==> src/hdl/lsd_pkg.sv <==
// Shared types and constants of the load/store decoder.
// Depends on nothing.
`default_nettype none
package lsd_pkg;
  localparam int unsigned InWidth = 32;
  localparam int unsigned OutWidth = 88;
  localparam int unsigned QueueDepth = 2;

  localparam logic [1:0] ST_OK = 2'd0;
  localparam logic [1:0] ST_UNALLOC = 2'd1;
  localparam logic [1:0] ST_UNPRED = 2'd2;
  localparam logic [1:0] ST_UNSUP = 2'd3;

  localparam logic [3:0] OP_NONE = 4'd0;
  localparam logic [3:0] OP_CAS = 4'd1;
  localparam logic [3:0] OP_CASP = 4'd2;
  localparam logic [3:0] OP_ORDERED = 4'd3;
  localparam logic [3:0] OP_EXCL = 4'd4;
  localparam logic [3:0] OP_PRFM_LIT = 4'd5;
  localparam logic [3:0] OP_LDR_LIT = 4'd6;
  localparam logic [3:0] OP_UNKNOWN = 4'd7;
  localparam logic [3:0] OP_RCPC = 4'd8;
  localparam logic [3:0] OP_PAIR = 4'd9;
  localparam logic [3:0] OP_ATOMIC = 4'd10;
  localparam logic [3:0] OP_LDAPR = 4'd11;
  localparam logic [3:0] OP_PRFM = 4'd12;
  localparam logic [3:0] OP_RPRFM = 4'd13;
  localparam logic [3:0] OP_SINGLE = 4'd14;

  localparam logic [3:0] AM_BASE = 4'd0;
  localparam logic [3:0] AM_LIT = 4'd1;
  localparam logic [3:0] AM_UNSCALED = 4'd2;
  localparam logic [3:0] AM_NONTEMP = 4'd3;
  localparam logic [3:0] AM_POST = 4'd4;
  localparam logic [3:0] AM_PRE = 4'd5;
  localparam logic [3:0] AM_UNSIGNED = 4'd6;
  localparam logic [3:0] AM_REG = 4'd7;
  localparam logic [3:0] AM_UNPRIV = 4'd8;

  localparam logic [2:0] FAM_OTHER = 3'd0;
  localparam logic [2:0] FAM_EXCL = 3'd1;
  localparam logic [2:0] FAM_LIT = 3'd2;
  localparam logic [2:0] FAM_RCPC = 3'd3;
  localparam logic [2:0] FAM_PAIR = 3'd4;
  localparam logic [2:0] FAM_SINGLE = 3'd5;
  localparam logic [2:0] FAM_UNSUP = 3'd6;

  typedef struct packed {
    logic [2:0] family;
    logic [31:0] word;
  } lsd_item_t;

  typedef struct packed {
    logic [1:0] acc;
    logic [1:0] kind;
    logic [2:0] ord;
    logic [1:0] ext;
    logic [1:0] xfer;
  } lsd_attr_t;

  typedef struct packed {
    logic [1:0] status;
    logic [3:0] opcode;
    logic [3:0] atop;
    lsd_attr_t attr;
    logic [4:0] bytes;
    logic [7:0] width;
    logic [3:0] amode;
    logic [20:0] off;
    logic [2:0] extend;
    logic [2:0] shift;
    logic [4:0] rt;
    logic [4:0] rn;
    logic [4:0] rt2;
    logic [4:0] rsm;
  } lsd_result_t;

  function automatic logic [2:0] order_of(input logic acq, input logic rel);
    order_of = acq ? (rel ? 3'd3 : 3'd1) : (rel ? 3'd2 : 3'd0);
  endfunction
endpackage
`default_nettype wire

==> src/hdl/lsd_front.sv <==
// Front end: accepts instruction words and classifies the family from bits 29:24.
// Depends on lsd_pkg.
`default_nettype none
module lsd_front
  import lsd_pkg::*;
(
  input  wire logic        clk,
  input  wire logic        rst,
  input  wire logic        in_valid,
  output logic             in_ready,
  input  wire logic [31:0] in_word,
  output logic             q_valid,
  input  wire logic        q_ready,
  output lsd_item_t        q_item
);
  lsd_item_t item_next;

  always_comb begin
    item_next.word = in_word;
    case (in_word[29:24])
      6'h08: item_next.family = FAM_EXCL;
      6'h18, 6'h1C: item_next.family = FAM_LIT;
      6'h19, 6'h1D: item_next.family = FAM_RCPC;
      6'h28, 6'h29, 6'h2C, 6'h2D: item_next.family = FAM_PAIR;
      6'h38, 6'h39, 6'h3C, 6'h3D: item_next.family = FAM_SINGLE;
      6'h09, 6'h0C, 6'h0D: item_next.family = FAM_UNSUP;
      default: item_next.family = FAM_OTHER;
    endcase
  end

  assign in_ready = !q_valid || q_ready;

  always_ff @(posedge clk) begin
    if (rst) begin
      q_valid <= 1'b0;
    end else if (in_ready) begin
      q_valid <= in_valid;
    end
    if (in_ready && in_valid) begin
      q_item <= item_next;
    end
  end
endmodule
`default_nettype wire

==> src/hdl/lsd_queue.sv <==
// Short FIFO between the front and back ends.
// Depends on lsd_pkg.
`default_nettype none
module lsd_queue
  import lsd_pkg::*;
#(
  parameter int unsigned Depth = QueueDepth
) (
  input  wire logic clk,
  input  wire logic rst,
  input  wire logic in_valid,
  output logic      in_ready,
  input  lsd_item_t in_item,
  output logic      out_valid,
  input  wire logic out_ready,
  output lsd_item_t out_item
);
  localparam int unsigned Aw = (Depth > 1) ? $clog2(Depth) : 1;
  lsd_item_t slots [Depth];
  logic [Aw-1:0] wptr, rptr;
  logic [Aw:0] count;
  logic push, pop;

  assign in_ready = count != (Aw+1)'(Depth);
  assign out_valid = count != '0;
  assign out_item = slots[rptr];
  assign push = in_valid && in_ready;
  assign pop = out_valid && out_ready;

  always_ff @(posedge clk) begin
    if (rst) begin
      wptr <= '0;
      rptr <= '0;
      count <= '0;
    end else begin
      if (push) begin
        wptr <= (wptr == Aw'(Depth - 1)) ? '0 : wptr + Aw'(1);
      end
      if (pop) begin
        rptr <= (rptr == Aw'(Depth - 1)) ? '0 : rptr + Aw'(1);
      end
      count <= count + (Aw+1)'(push) - (Aw+1)'(pop);
    end
    if (push) begin
      slots[wptr] <= in_item;
    end
  end
endmodule
`default_nettype wire

==> src/hdl/lsd_back.sv <==
// Back end: decodes a classified item and registers the result.
// Depends on lsd_pkg.
`default_nettype none
module lsd_back
  import lsd_pkg::*;
(
  input  wire logic  clk,
  input  wire logic  rst,
  input  wire logic  in_valid,
  output logic       in_ready,
  input  lsd_item_t  in_item,
  output logic       out_valid,
  input  wire logic  out_ready,
  output lsd_result_t out_result
);
  lsd_result_t d;
  logic [1:0] st;
  lsd_result_t res_next;

  function automatic logic [20:0] sx9(input logic [8:0] v);
    sx9 = {{12{v[8]}}, v};
  endfunction

  function automatic logic [7:0] w3264(input logic [4:0] b);
    w3264 = (b == 5'd8) ? 8'd64 : 8'd32;
  endfunction

  always_comb begin
    logic [31:0] w;
    logic [1:0] size, opc, mode;
    logic [4:0] rt, rn, rs, rt2;
    logic fp, pf, load, pair, ordered, ar, ok;
    logic [2:0] form, e;
    logic [3:0] a;
    logic [11:0] imm12;
    logic [23:0] scaled;
    w = in_item.word;
    size = w[31:30];
    rt = w[4:0];
    rn = w[9:5];
    rs = w[20:16];
    rt2 = w[14:10];
    fp = w[26];
    d = '0;
    st = ST_OK;
    pf = 1'b0;
    load = 1'b0;
    pair = 1'b0;
    ordered = 1'b0;
    ar = 1'b0;
    ok = 1'b1;
    form = 3'd0;
    e = 3'd0;
    a = 4'd0;
    opc = 2'd0;
    mode = 2'd0;
    imm12 = 12'd0;
    scaled = 24'd0;
    case (in_item.family)
      FAM_EXCL: begin
        if ((w & 32'h00A07C00) == 32'h00A07C00) begin
          d.opcode = OP_CAS;
          d.attr.acc = 2'd3;
          d.attr.kind = 2'd1;
          d.attr.ord = order_of(w[22], w[15]);
          d.attr.ext = 2'd1;
          d.attr.xfer = 2'd1;
          d.rt = rt;
          d.rn = rn;
          d.rsm = rs;
          d.bytes = 5'd1 << size;
          d.width = w3264(5'd1 << size);
        end else if ((w & 32'h00A07C00) == 32'h00207C00 && !size[1]) begin
          if ((w[24:21] != 4'd1 && w[24:21] != 4'd3) || rs[0] || rt[0]) begin
            st = ST_UNALLOC;
          end else begin
            d.opcode = OP_CASP;
            d.attr.acc = 2'd3;
            d.attr.kind = 2'd1;
            d.attr.ord = order_of(w[22], w[15]);
            d.attr.ext = 2'd1;
            d.attr.xfer = 2'd2;
            d.rt = rt;
            d.rn = rn;
            d.rsm = rs;
            d.bytes = size[0] ? 5'd8 : 5'd4;
            d.width = size[0] ? 8'd64 : 8'd32;
          end
        end else begin
          ordered = w[23];
          load = w[22];
          pair = w[21];
          ar = w[15];
          if (ordered) begin
            if (pair || rs != 5'd31 || rt2 != 5'd31) st = ST_UNALLOC;
          end else if ((pair && !size[1]) || (!pair && rt2 != 5'd31)
                       || (load && rs != 5'd31)) begin
            st = ST_UNALLOC;
          end
          if (st == ST_OK) begin
            d.opcode = ordered ? OP_ORDERED : OP_EXCL;
            d.attr.acc = load ? 2'd1 : 2'd2;
            d.attr.kind = 2'd1;
            if (ordered && !ar) d.attr.ord = load ? 3'd4 : 3'd5;
            else d.attr.ord = order_of(ar && load, ar && !load);
            d.attr.ext = load ? 2'd1 : 2'd0;
            d.attr.xfer = pair ? 2'd2 : 2'd1;
            d.rt = rt;
            d.rn = rn;
            d.rt2 = pair ? rt2 : 5'd0;
            d.rsm = (!ordered && !load) ? rs : 5'd0;
            d.bytes = 5'd1 << size;
            d.width = w3264(5'd1 << size);
            if (pair && load && rt == rt2) st = ST_UNPRED;
            else if (!load && rs != 5'd31 && (rs == rt || (pair && rs == rt2)
                     || (rn != 5'd31 && rs == rn))) st = ST_UNPRED;
          end
        end
      end
      FAM_LIT: begin
        pf = !fp && size == 2'd3;
        d.opcode = pf ? OP_PRFM_LIT : OP_LDR_LIT;
        d.rt = rt;
        if (!pf) begin
          d.attr.acc = 2'd1;
          d.attr.xfer = 2'd1;
          d.attr.kind = fp ? 2'd2 : 2'd1;
        end
        case (size)
          2'd0: d.bytes = 5'd4;
          2'd1: d.bytes = 5'd8;
          2'd2: d.bytes = fp ? 5'd16 : 5'd4;
          default: d.bytes = 5'd0;
        endcase
        d.amode = AM_LIT;
        d.off = {w[23:5], 2'b00};
        if (!fp && !pf) d.attr.ext = (size == 2'd2) ? 2'd2 : 2'd1;
        if (pf) d.width = 8'd0;
        else if (fp) d.width = {d.bytes, 3'b000};
        else d.width = (size == 2'd0) ? 8'd32 : 8'd64;
        if (fp && size == 2'd3) st = ST_UNALLOC;
      end
      FAM_RCPC: begin
        d.opcode = OP_UNKNOWN;
        st = ST_UNSUP;
        if ((w & 32'hBF20FC00) == 32'h19200800) begin
          st = ST_UNSUP;
        end else if ((w & 32'hBF20FC00) == 32'h19200C00) begin
          st = (rs[0] | rt[0]) ? ST_UNALLOC : ST_UNSUP;
        end else if ((w & 32'hBF20FC00) == 32'h19209000
                     || (w & 32'hBF20FC00) == 32'h1920A000
                     || (w & 32'hBF20FC00) == 32'h1920B000) begin
          if (rt == 5'd31 || rs == 5'd31) st = ST_UNALLOC;
          else st = (rt == rs) ? ST_UNPRED : ST_UNSUP;
        end else if ((w & 32'h3F200C00) == 32'h19000000) begin
          opc = w[23:22];
          if ((size == 2'd3 && opc[1]) || (size == 2'd2 && opc == 2'd3)) begin
            st = ST_UNALLOC;
          end else begin
            st = ST_OK;
            d.opcode = OP_RCPC;
            d.rt = rt;
            d.rn = rn;
            d.attr.acc = (opc != 2'd0) ? 2'd1 : 2'd2;
            d.attr.kind = 2'd1;
            d.attr.ord = (opc != 2'd0) ? 3'd1 : 3'd2;
            d.attr.ext = (opc == 2'd0) ? 2'd0 : (opc[1] ? 2'd2 : 2'd1);
            d.attr.xfer = 2'd1;
            d.bytes = 5'd1 << size;
            d.amode = AM_UNSCALED;
            d.off = sx9(w[20:12]);
            d.width = (size == 2'd3 || opc == 2'd2) ? 8'd64 : 8'd32;
          end
        end
      end
      FAM_PAIR: begin
        mode = w[24:23];
        load = w[22];
        d.opcode = OP_PAIR;
        d.rt = rt;
        d.rn = rn;
        d.rt2 = rt2;
        d.attr.kind = fp ? 2'd2 : 2'd1;
        d.attr.acc = load ? 2'd1 : 2'd2;
        d.attr.xfer = 2'd2;
        if (fp) begin
          if (size == 2'd3) begin
            st = ST_UNALLOC;
          end else begin
            d.bytes = 5'd4 << size;
            d.width = {5'd4 << size, 3'b000};
          end
        end else if (size == 2'd3 || (size == 2'd1 && mode == 2'd0)) begin
          st = ST_UNALLOC;
        end else if (size == 2'd1 && !load) begin
          st = ST_UNSUP;
        end else begin
          d.bytes = (size == 2'd2) ? 5'd8 : 5'd4;
          d.width = (size == 2'd0) ? 8'd32 : 8'd64;
          if (load) d.attr.ext = (size == 2'd1) ? 2'd2 : 2'd1;
        end
        if (st == ST_OK) begin
          if (!fp && mode[0] && rn != 5'd31 && (rn == rt || rn == rt2)) begin
            st = ST_UNPRED;
          end else if (load && rt == rt2) begin
            st = ST_UNPRED;
          end else begin
            case (d.bytes)
              5'd4: d.off = {{12{w[21]}}, w[21:15], 2'b0};
              5'd8: d.off = {{11{w[21]}}, w[21:15], 3'b0};
              default: d.off = {{10{w[21]}}, w[21:15], 4'b0};
            endcase
            case (mode)
              2'd0: d.amode = AM_NONTEMP;
              2'd1: d.amode = AM_POST;
              2'd3: d.amode = AM_PRE;
              default: d.amode = AM_BASE;
            endcase
          end
        end
      end
      FAM_SINGLE: begin
        mode = w[11:10];
        opc = w[23:22];
        a = w[15:12];
        if (w[24]) form = 3'd0;
        else if (!w[21]) form = 3'd1;
        else if (mode == 2'd2) form = 3'd2;
        else if (fp) ok = 1'b0;
        else if (mode == 2'd0) form = 3'd4;
        else if (size == 2'd3) form = 3'd3;
        else ok = 1'b0;
        if (!ok) begin
          st = ST_UNALLOC;
        end else if (form == 3'd3) begin
          d.opcode = OP_UNKNOWN;
          st = ST_UNSUP;
        end else if (form == 3'd4) begin
          if (a <= 4'd8) begin
            d.opcode = OP_ATOMIC;
            d.atop = a;
            d.attr.acc = 2'd3;
            d.attr.kind = 2'd1;
            d.attr.ord = order_of(w[23], w[22]);
            d.attr.ext = 2'd1;
            d.attr.xfer = 2'd1;
            d.rt = rt;
            d.rn = rn;
            d.rsm = rs;
            d.bytes = 5'd1 << size;
            d.width = w3264(5'd1 << size);
          end else if (a == 4'd12 && (w & 32'h3FFFFC00) == 32'h38BFC000) begin
            d.opcode = OP_LDAPR;
            d.attr.acc = 2'd1;
            d.attr.kind = 2'd1;
            d.attr.ord = 3'd1;
            d.attr.ext = 2'd1;
            d.attr.xfer = 2'd1;
            d.rt = rt;
            d.rn = rn;
            d.bytes = 5'd1 << size;
            d.width = w3264(5'd1 << size);
          end else if ((a == 4'd9 && (w & 32'hBF20FC00) == 32'h38209000)
                       || (a == 4'd10 && (w & 32'hBF20FC00) == 32'h3820A000)
                       || (a == 4'd11 && (w & 32'hBF20FC00) == 32'h3820B000)) begin
            d.opcode = OP_UNKNOWN;
            st = ST_UNSUP;
          end else if ((a == 4'd9 && w[31:10] == 22'h3E0FE4)
                       || (a == 4'd10 && (w & 32'hFFE0FC00) == 32'hF820A000)
                       || (a == 4'd11 && (w & 32'hFFE0FC00) == 32'hF820B000)
                       || (a == 4'd13 && (w & 32'hFFFFFC00) == 32'hF83FD000)) begin
            if (rt >= 5'd24 || rt[0]) begin
              st = ST_UNALLOC;
            end else begin
              d.opcode = OP_UNKNOWN;
              st = ST_UNSUP;
            end
          end else begin
            st = ST_UNALLOC;
          end
        end else begin
          pf = !fp && size == 2'd3 && opc == 2'd2;
          if (pf && form == 3'd2 && w[4:3] == 2'b11) begin
            d.opcode = OP_RPRFM;
            st = ST_UNSUP;
          end else begin
            if (pf) begin
              d.opcode = OP_PRFM;
              d.rn = rn;
              d.rt = rt;
            end else begin
              d.opcode = OP_SINGLE;
              d.rt = rt;
              d.rn = rn;
              d.attr.kind = fp ? 2'd2 : 2'd1;
              if (fp && opc[1] && size != 2'd0) st = ST_UNALLOC;
              d.bytes = (fp && size == 2'd0 && opc[1]) ? 5'd16 : (5'd1 << size);
              d.attr.acc = (fp ? opc[0] : (opc != 2'd0)) ? 2'd1 : 2'd2;
              if (!fp && opc != 2'd0) d.attr.ext = opc[1] ? 2'd2 : 2'd1;
              d.attr.xfer = 2'd1;
              d.width = fp ? {d.bytes, 3'b000}
                           : ((size == 2'd3 || opc == 2'd2) ? 8'd64 : 8'd32);
            end
            if (st == ST_OK) begin
              if (d.attr.kind == 2'd1 && size[1] && opc == 2'd3) st = ST_UNALLOC;
              else if (d.attr.kind == 2'd2 && form == 3'd1 && mode == 2'd2)
                st = ST_UNALLOC;
              else if (pf && form == 3'd1 && mode != 2'd0) st = ST_UNALLOC;
            end
            if (st == ST_OK) begin
              if (form == 3'd0) begin
                d.amode = AM_UNSIGNED;
                imm12 = w[21:10];
                case (pf ? 5'd8 : d.bytes)
                  5'd1: scaled = {12'd0, imm12};
                  5'd2: scaled = {11'd0, imm12, 1'b0};
                  5'd4: scaled = {10'd0, imm12, 2'b0};
                  5'd8: scaled = {9'd0, imm12, 3'b0};
                  default: scaled = {8'd0, imm12, 4'b0};
                endcase
                d.off = scaled[20:0];
              end else if (form == 3'd2) begin
                e = w[15:13];
                d.amode = AM_REG;
                d.rsm = rs;
                d.extend = e;
                if (e != 3'd2 && e != 3'd3 && e != 3'd6 && e != 3'd7) begin
                  st = ST_UNALLOC;
                end else if (w[12]) begin
                  if (pf) d.shift = 3'd3;
                  else begin
                    case (d.bytes)
                      5'd1: d.shift = 3'd0;
                      5'd2: d.shift = 3'd1;
                      5'd4: d.shift = 3'd2;
                      5'd8: d.shift = 3'd3;
                      default: d.shift = 3'd4;
                    endcase
                  end
                end
              end else begin
                d.off = sx9(w[20:12]);
                case (mode)
                  2'd1: d.amode = AM_POST;
                  2'd2: d.amode = AM_UNPRIV;
                  2'd3: d.amode = AM_PRE;
                  default: d.amode = AM_UNSCALED;
                endcase
              end
              if (st == ST_OK && d.attr.kind == 2'd1
                  && (d.amode == AM_POST || d.amode == AM_PRE)
                  && rn != 5'd31 && rn == rt) st = ST_UNPRED;
            end
          end
        end
      end
      FAM_UNSUP: begin
        d.opcode = OP_UNKNOWN;
        st = ST_UNSUP;
      end
      default: st = ST_UNALLOC;
    endcase
    if (st == ST_UNALLOC) res_next = '0;
    else res_next = d;
    res_next.status = st;
  end

  assign in_ready = !out_valid || out_ready;

  always_ff @(posedge clk) begin
    if (rst) begin
      out_valid <= 1'b0;
    end else if (in_ready) begin
      out_valid <= in_valid;
    end
    if (in_ready && in_valid) begin
      out_result <= res_next;
    end
  end
endmodule
`default_nettype wire

==> src/hdl/arm64_load_store_decoder.sv <==
// AArch64 load/store instruction decoder: front end, queue and back end.
// Depends on lsd_pkg, lsd_front, lsd_queue and lsd_back.
//
// One instruction word enters on the s_axis channel and one decoded result
// leaves on the m_axis channel for each word, in order. The front end
// registers the word with its family class, a queue of Depth entries (two by
// default) follows, and the back end decodes the word into an output
// register. With no stall one item is taken every cycle. When the receiver
// holds m_axis_tready low the output register holds its item, and the queue
// and the front register take up to Depth + 1 more items (three by default)
// before s_axis_tready falls. Synchronous reset empties every stage; the
// block keeps no other state.
`default_nettype none
module arm64_load_store_decoder
  import lsd_pkg::*;
#(
  parameter int unsigned Depth = QueueDepth
) (
  input  wire logic                clk,
  input  wire logic                rst,
  input  wire logic                s_axis_tvalid,
  output logic                     s_axis_tready,
  input  wire logic [InWidth-1:0]  s_axis_tdata,  // instruction
  output logic                     m_axis_tvalid,
  input  wire logic                m_axis_tready,
  // status, opcode, atomic op, access attributes, byte count,
  // register width, addressing mode, offset, extend option, shift,
  // registers, then zero fill
  output logic [OutWidth-1:0]      m_axis_tdata
);
  logic f_valid, f_ready, b_valid, b_ready;
  lsd_item_t f_item, b_item;
  lsd_result_t r;

  lsd_front u_front (
    .clk(clk), .rst(rst),
    .in_valid(s_axis_tvalid), .in_ready(s_axis_tready), .in_word(s_axis_tdata),
    .q_valid(f_valid), .q_ready(f_ready), .q_item(f_item)
  );

  lsd_queue #(.Depth(Depth)) u_queue (
    .clk(clk), .rst(rst),
    .in_valid(f_valid), .in_ready(f_ready), .in_item(f_item),
    .out_valid(b_valid), .out_ready(b_ready), .out_item(b_item)
  );

  lsd_back u_back (
    .clk(clk), .rst(rst),
    .in_valid(b_valid), .in_ready(b_ready), .in_item(b_item),
    .out_valid(m_axis_tvalid), .out_ready(m_axis_tready), .out_result(r)
  );

  assign m_axis_tdata = {3'd0, r.rsm, r.rt2, r.rn, r.rt, r.shift, r.extend, r.off,
                         r.amode, r.width, r.bytes,
                         r.attr.xfer, r.attr.ext, r.attr.ord, r.attr.kind, r.attr.acc,
                         r.atop, r.opcode, r.status};
endmodule
`default_nettype wire

==> config.mk <==
export PLATFORM = sky130hd
export DESIGN_NAME = arm64_load_store_decoder
export DESIGN_NICKNAME = d
export VERILOG_FILES = /design/src/hdl/lsd_pkg.sv /design/src/hdl/lsd_front.sv /design/src/hdl/lsd_queue.sv /design/src/hdl/lsd_back.sv /design/src/hdl/arm64_load_store_decoder.sv
export SDC_FILE = /design/constraint.sdc
export NUM_CORES = 1
export LEC_CHECK = 0
export BUFFER_PORTS_ARGS = -buffer_cell sky130_fd_sc_hd__buf_2
export CAP_MARGIN = 15
export CORE_ASPECT_RATIO = 0.6
export CORE_MARGIN = 10
export CORE_UTILIZATION = 50
export CTS_BUF_LIST = sky130_fd_sc_hd__clkbuf_4
export CTS_CLUSTER_DIAMETER = 100
export DETAILED_ROUTE_END_ITERATION = 10
export HOLD_SLACK_MARGIN = 0.06
export PLACE_DENSITY = 0.73
export REMOVE_ABC_BUFFERS = 1
export SYNTH_ARGS = -nofsm -noshare
export SYNTH_HDL_FRONTEND = slang
export SYNTH_SLANG_ARGS = --single-unit
==> constraint.sdc <==
create_clock -name clk -period 18.5 [get_ports clk]
set_input_delay 2.775 -clock clk [delete_from_list [all_inputs] [get_ports clk]]
set_output_delay 2.775 -clock clk [all_outputs]
set_load 0.05 [all_outputs]
==> results of run 1 <==
==> layout by cell type (no fill, tap or decap), types with 12 or more instances in the layout <==
cell type	count
nand4_1	21
o22ai_1	13
nand3_1	18
inv_1	15
a31oi_1	12
buf_2	119
edfxtp_1	187
o21ai_0	42
mux2i_1	22
a21oi_1	73
nor2_1	91
buf_4	14
xor2_1	13
xnor2_1	42
clkbuf_4	18
nand2_1	64
nor3_1	43
mux2_2	15
==> layout make-up <==
type	count	area (um^2)	area share
timing repair buffer	133	701	0.0594
clock buffer	18	135	0.0115
clock inverter	14	158	0.0134
multi-input combinational	694	4640	0.393
inverter	16	60.1	0.00509
tap	279	349	0.0296
sequential	194	5760	0.488
==> kinds of logic after synthesis <==
logic type | count (synthesis)
xor+xnor | 55
buf+inv | 95
simple gates | 321
compound gates | 262
mux | 45
flops | 194
other cells | 1
fa+ha+maj | 5
==> power breakdown <==
| group | switching, mW | internal [mW] | leakage, nW |
|---|---|---|---|
| Clock | 0.168 | 0.0642 | 0.158 |
| Combinational | 0.707 | 0.233 | 2.05 |
| Sequential | 0.0668 | 0.615 | 1.85 |
==> worst max-delay path, cell delays in order (launching register included) <==
cell,delay (ns)
dfxtp_4,0.80
buf_4,0.74
mux2i_1,1.02
a211oi_1,0.25
o211ai_1,0.49
nand2_1,0.25
a31oi_1,0.84
o22a_1,0.34
nor3_1,0.16
nor3_1,0.27
==> through the flow <==
step	cells	cell area [um^2]	power [mW]	worst slack, ns
after global routing	1348	11800	1.94	12.99
final	1348	11800	1.85	13.14
after global placement	1316	11500	1.61	13.47
after detailed placement	1316	11500	1.61	13.45
after floorplan	904	10400	1.36	10.53
after CTS	1348	11800	1.84	13.43
==> final timing paths <==
path                            from               endpoint  depth (start not counted)
hold / removal    u_front.q_item[28]   u_queue.slots[0][28]                          0
setup / recovery            register  u_back.out_result[12]                          9
hold reg to reg   u_front.q_item[28]   u_queue.slots[0][28]                          0
setup reg to reg            register  u_back.out_result[12]                          9
==> metal layers <==
metal | routed length (um) | global-route usage | vias up
li1 | - | - | 3921
met1 | 15500 | 0.360 | 4291
met2 | 14400 | 0.337 | 665
met3 | 4540 | 0.0742 | 64
met4 | 600 | 0.0661 | 0
met5 | 0 | 0 | -
==> sequential cells by signal, summed over array words and instances (netlist names), named ones only <==
signal,count
u_back.out_valid,1
u_queue.slots,70
u_front.q_item,35
u_queue.count,2
u_queue.rptr,1
u_back.out_result,82
u_queue.wptr,1
u_front.q_valid,1
==> flow_summary.toml, run 1 <==
[die]
fp.dieH_um = 134
io_pins = 126
start_util = 0.513
die_width_um = 210
row_count = 41
dieArea_um2 = 28200
core_um2 = 21100

[synth]
synth_cell_types = 101
synth_largest_area_cell = "edfxtp_1"
seq_area_frac_synth = 0.531
avgSynthCellArea_um2 = 11.1
synth_compound_area_frac = 0.169
syn_inst = 978
yosysMostFrequentCell = "edfxtp_1"
synth_top_family_by_area = "compound AO/OA/AOI/OAI gates"
yosys-top-cells-count = "187 x edfxtp_1, 92 x nor2_1, 73 x a21oi_1"
ys_warn_count = 0
synth_adder_area_share = 0.00577
muxShareOfSynthArea = 0.0479
synthSimpleGateAreaFrac = 0.156
synth_xor_area_frac = 0.0444
synth_edf_count = 187
synthTopCellsByArea = "edfxtp_1 52%, xnor2_1 3.4%, a21oi_1 3.4%"
synth_ff_type = "edfxtp_1"
synth_top_area_frac = 0.518
async_flop_share = 0
ys_ff_latch = 194
synth_area_um2 = 10800

[global_routing]
grt_pass1_wl_um = 53100
grt_pass1_vias = 8412
antenna_found_initial = 0
grt_max_degree = 69
grt_overflow = 0
grt_use_total = 0.244

[power]
p_per_area_nw_per_um2 = 157
leakagePower_nw = 4.06
ir_worst_vdd_mv = 0.139

[cts]
cts_tree = "done"
hold_buffers = 0
cts_setup_buffers = 0
clockBufferDepth = 2
cts_buffers = 17
h-tree-depth = 4
insertion_delay_ns = 0.64
clk_pin_slew_ns = 0.20
cts-root-buf = "clkbuf_4"
cts_resized = 0
cts_sinks = 194

[timing]
clock.fmax_mhz = 186
hold_viol_final = 0
holdWs_ns = 0.457
setup_tns_ns = 0
setup_viol = 0
period_share = 0.290
worstMarginPinSlew_ns = 1.16
finClkSkew_ns = 0.0332
maxSlewViolCount = 0
grt_setup_unrepaired = "false"
period_needed_ns = 5.36
timing.slew.headroom = 0.208

[cells_and_area]
finalNetCount = 1097
drive_gt1_frac = 0.213
diodes = 0
fin_util = 0.558
fillers = 1847
area_growth_pct = 8.85

[setup_path]
critPathMaxFanout = 68
end_kind = "register"
rrSetupSlack_ns = 13.14
crit_arrival_ns = 5.82
worstSetupPathType = "reg -> reg"
cp-start-kind = "register"
crit_required_ns = 18.96

[route]
vias = 8941
final_antenna_net_count = 0
routed_wl_um = 35000
drtIter0Drc = 1371
drc = 0
drt-pass1-iter-count = 6
vias_per_cell = 6.63
wl_per_cell_um = 26.0

[run]
max_cap_viol_count = 0

[place]
hpwl_um = 25300
io_buffers = 119
gp_congestion = 1.04

[hold_path]
hp-class = "reg -> reg"

[run_status]
status = "completed"
Note: power is estimated with default switching activity, not from simulation.
==> run 2, diff against run 1 <==
Settings changed: PLACE_DENSITY 0.73 to 0.76.
Clock period 18.5 ns to 4.8 ns, I/O delays scaled along.
==> flow_summary.toml, run 2 (synthesis results as in run 1) <==
[power]
p_seq_frac = 0.359
clkPwrFrac = 0.120
p_sw_frac = 0.490
ir_worst_vdd_mv = 0.477
p_per_area_nw_per_um2 = 605
comb_power_share = 0.520
p_int_mw = 3.72
switching_power_mw = 3.57
leakagePower_nw = 4.21

[cells_and_area]
regMostFlops = "u_back.out_result"
finalNetCount = 1130
drive_gt1_frac = 0.235
mostFrequentLayoutCell = "edfxtp_1"
top_regs = "u_back.out_result (82), u_queue.slots (70), u_front.q_item (35)"
fin_cells = 1381
layout_common_cells = "187 x edfxtp_1, 119 x buf_2, 91 x nor2_1, 73 x a21oi_1, 64 x nand2_1"
area_growth_pct = 11.1
largest_register_ffs = 82
fillers = 1806
diodes = 0

[die]
start_util = 0.513
fp.dieH_um = 134
dieArea_um2 = 28200
die_width_um = 210
io_pins = 126
core_um2 = 21100
row_count = 41

[timing]
maxSlewViolCount = 0
grt_setup_unrepaired = "false"
period_needed_ns = 4.19
worst_slack_ns = 0.610
setup_viol = 0
setup_tns_ns = 0
clock.fmax_mhz = 239
period_share = 0.873
finClkSkew_ns = 0.0235
timing.slew.headroom = 0.250
hold_viol_final = 0
worstMarginPinSlew_ns = 1.11

[cts]
cts_resized = 0
clockBufferDepth = 2
hold_buffers = 0
cts_setup_buffers = 0
cts_buffers = 17
h-tree-depth = 4
cts-root-buf = "clkbuf_4"
cts_tree = "done"
clk_pin_slew_ns = 0.15
cts_sinks = 194
insertion_delay_ns = 0.61

[setup_path]
end_kind = "register"
cp-start-kind = "register"
worst_path_max_delay_cell = "dfxtp_4"
path_cells = "buf_12 > nand4_1 > a22oi_1 > o221ai_1 > a21oi_2 > nand2_1 > buf_4 > nor3_1 > nor4bb_1 > buf_4 > nor4_2"
critPathMaxFanout = 68
max_stage_delay_ns = 0.80
worstSetupPathType = "reg -> reg"
cp_num_buf_inv = 3
cp_common_cell = "buf_4"
crit_required_ns = 5.20
crit_arrival_ns = 4.59
critPathTopFamily = "compound AO/OA/AOI/OAI gates"

[run]
max_cap_viol_count = 0

[route]
vias_per_cell = 6.53
routed_wl_um = 35500
drt-pass1-iter-count = 8
drc = 0
vias = 9021
drtIter0Drc = 1476
final_antenna_net_count = 0
wl_per_cell_um = 25.7

[place]
hpwl_um = 25800
gp_congestion = 1.02
pre_cts_slack_ns = 0.811
io_buffers = 119
placedCellCount = 1349

[global_routing]
antenna_found_initial = 0
grt_pass1_wl_um = 53200
grt_pass1_vias = 8689
grt_overflow = 0
grt_use_total = 0.245
grt_max_degree = 84

[hold_path]
hp-class = "in -> reg"

[run_status]
status = "completed"
[run 2: cell count changes in the layout (fill, tap and decap cells not counted), sizes merged]
cell	delta
buf	+33
clkinvlp	+1
clkbuf	+4
bufinv	+2
inv	-7
[run 2: cell type report]
type                            instances  area (um^2)  share of cell area
Tap cell                              279          349              0.0290
Multi-Input combinational cell        694         4640               0.385
Clock buffer                           22          165              0.0137
Inverter                               16         60.1             0.00499
Clock inverter                         10          111             0.00925
Timing Repair Buffer                  166          961              0.0798
Sequential cell                       194         5760               0.478
[run 2: worst reg2reg max path, cell delays in order (launching register included)]
cell and delay, ns:
dfxtp_4 0.80, buf_12 0.43, nand4_1 0.20, a22oi_1 0.51, o221ai_1 0.38, a21oi_2 0.31, nand2_1 0.21, buf_4 0.23
nor3_1 0.35, nor4bb_1 0.13, buf_4 0.19, nor4_2 0.25
[run 2: per-stage QoR]
step                      instance area [um^2]  hold WS [ns]  utilization  total power, mW
after CTS                                12000         0.228        0.570             7.23
after floorplan                          10400         0.421            -             5.23
after global routing                     12000         0.226        0.570             7.61
after global placement                   11800         0.423        0.557             6.32
after detailed placement                 11800         0.433        0.557             6.35
final                                    12000         0.274        0.570             7.29
[run 2: power by group through the flow]
stage	Clock, mW	Sequential, mW	Combinational [mW]
floorplan	0	3.67	1.55
global placement	0	2.64	3.68
detailed placement	0	2.66	3.69
CTS	0.908	2.62	3.70
global route	0.967	2.66	3.98
finish	0.878	2.62	3.79
[run 2: metal layers]
layer  vias up  GRT usage  wire length [um]
met5         -          0                 0
met4         0     0.0665               806
met3        82     0.0900              4810
met2       669      0.337             14400
met1      4281      0.352             15500
li1       3989          -                 -
[run 2: worst paths after layout]
path / start / end / slack [ns] / depth (start not counted)
setup reg to reg: register / u_back.out_result[4] / 0.61 / 11
setup / recovery: register / u_back.out_result[4] / 0.61 / 11
hold / removal: s_axis_tdata[21] / u_front.q_item[21] / 0.27 / 1
hold reg to reg: u_front.q_item[0] / u_queue.slots[0][0] / 0.46 / 0
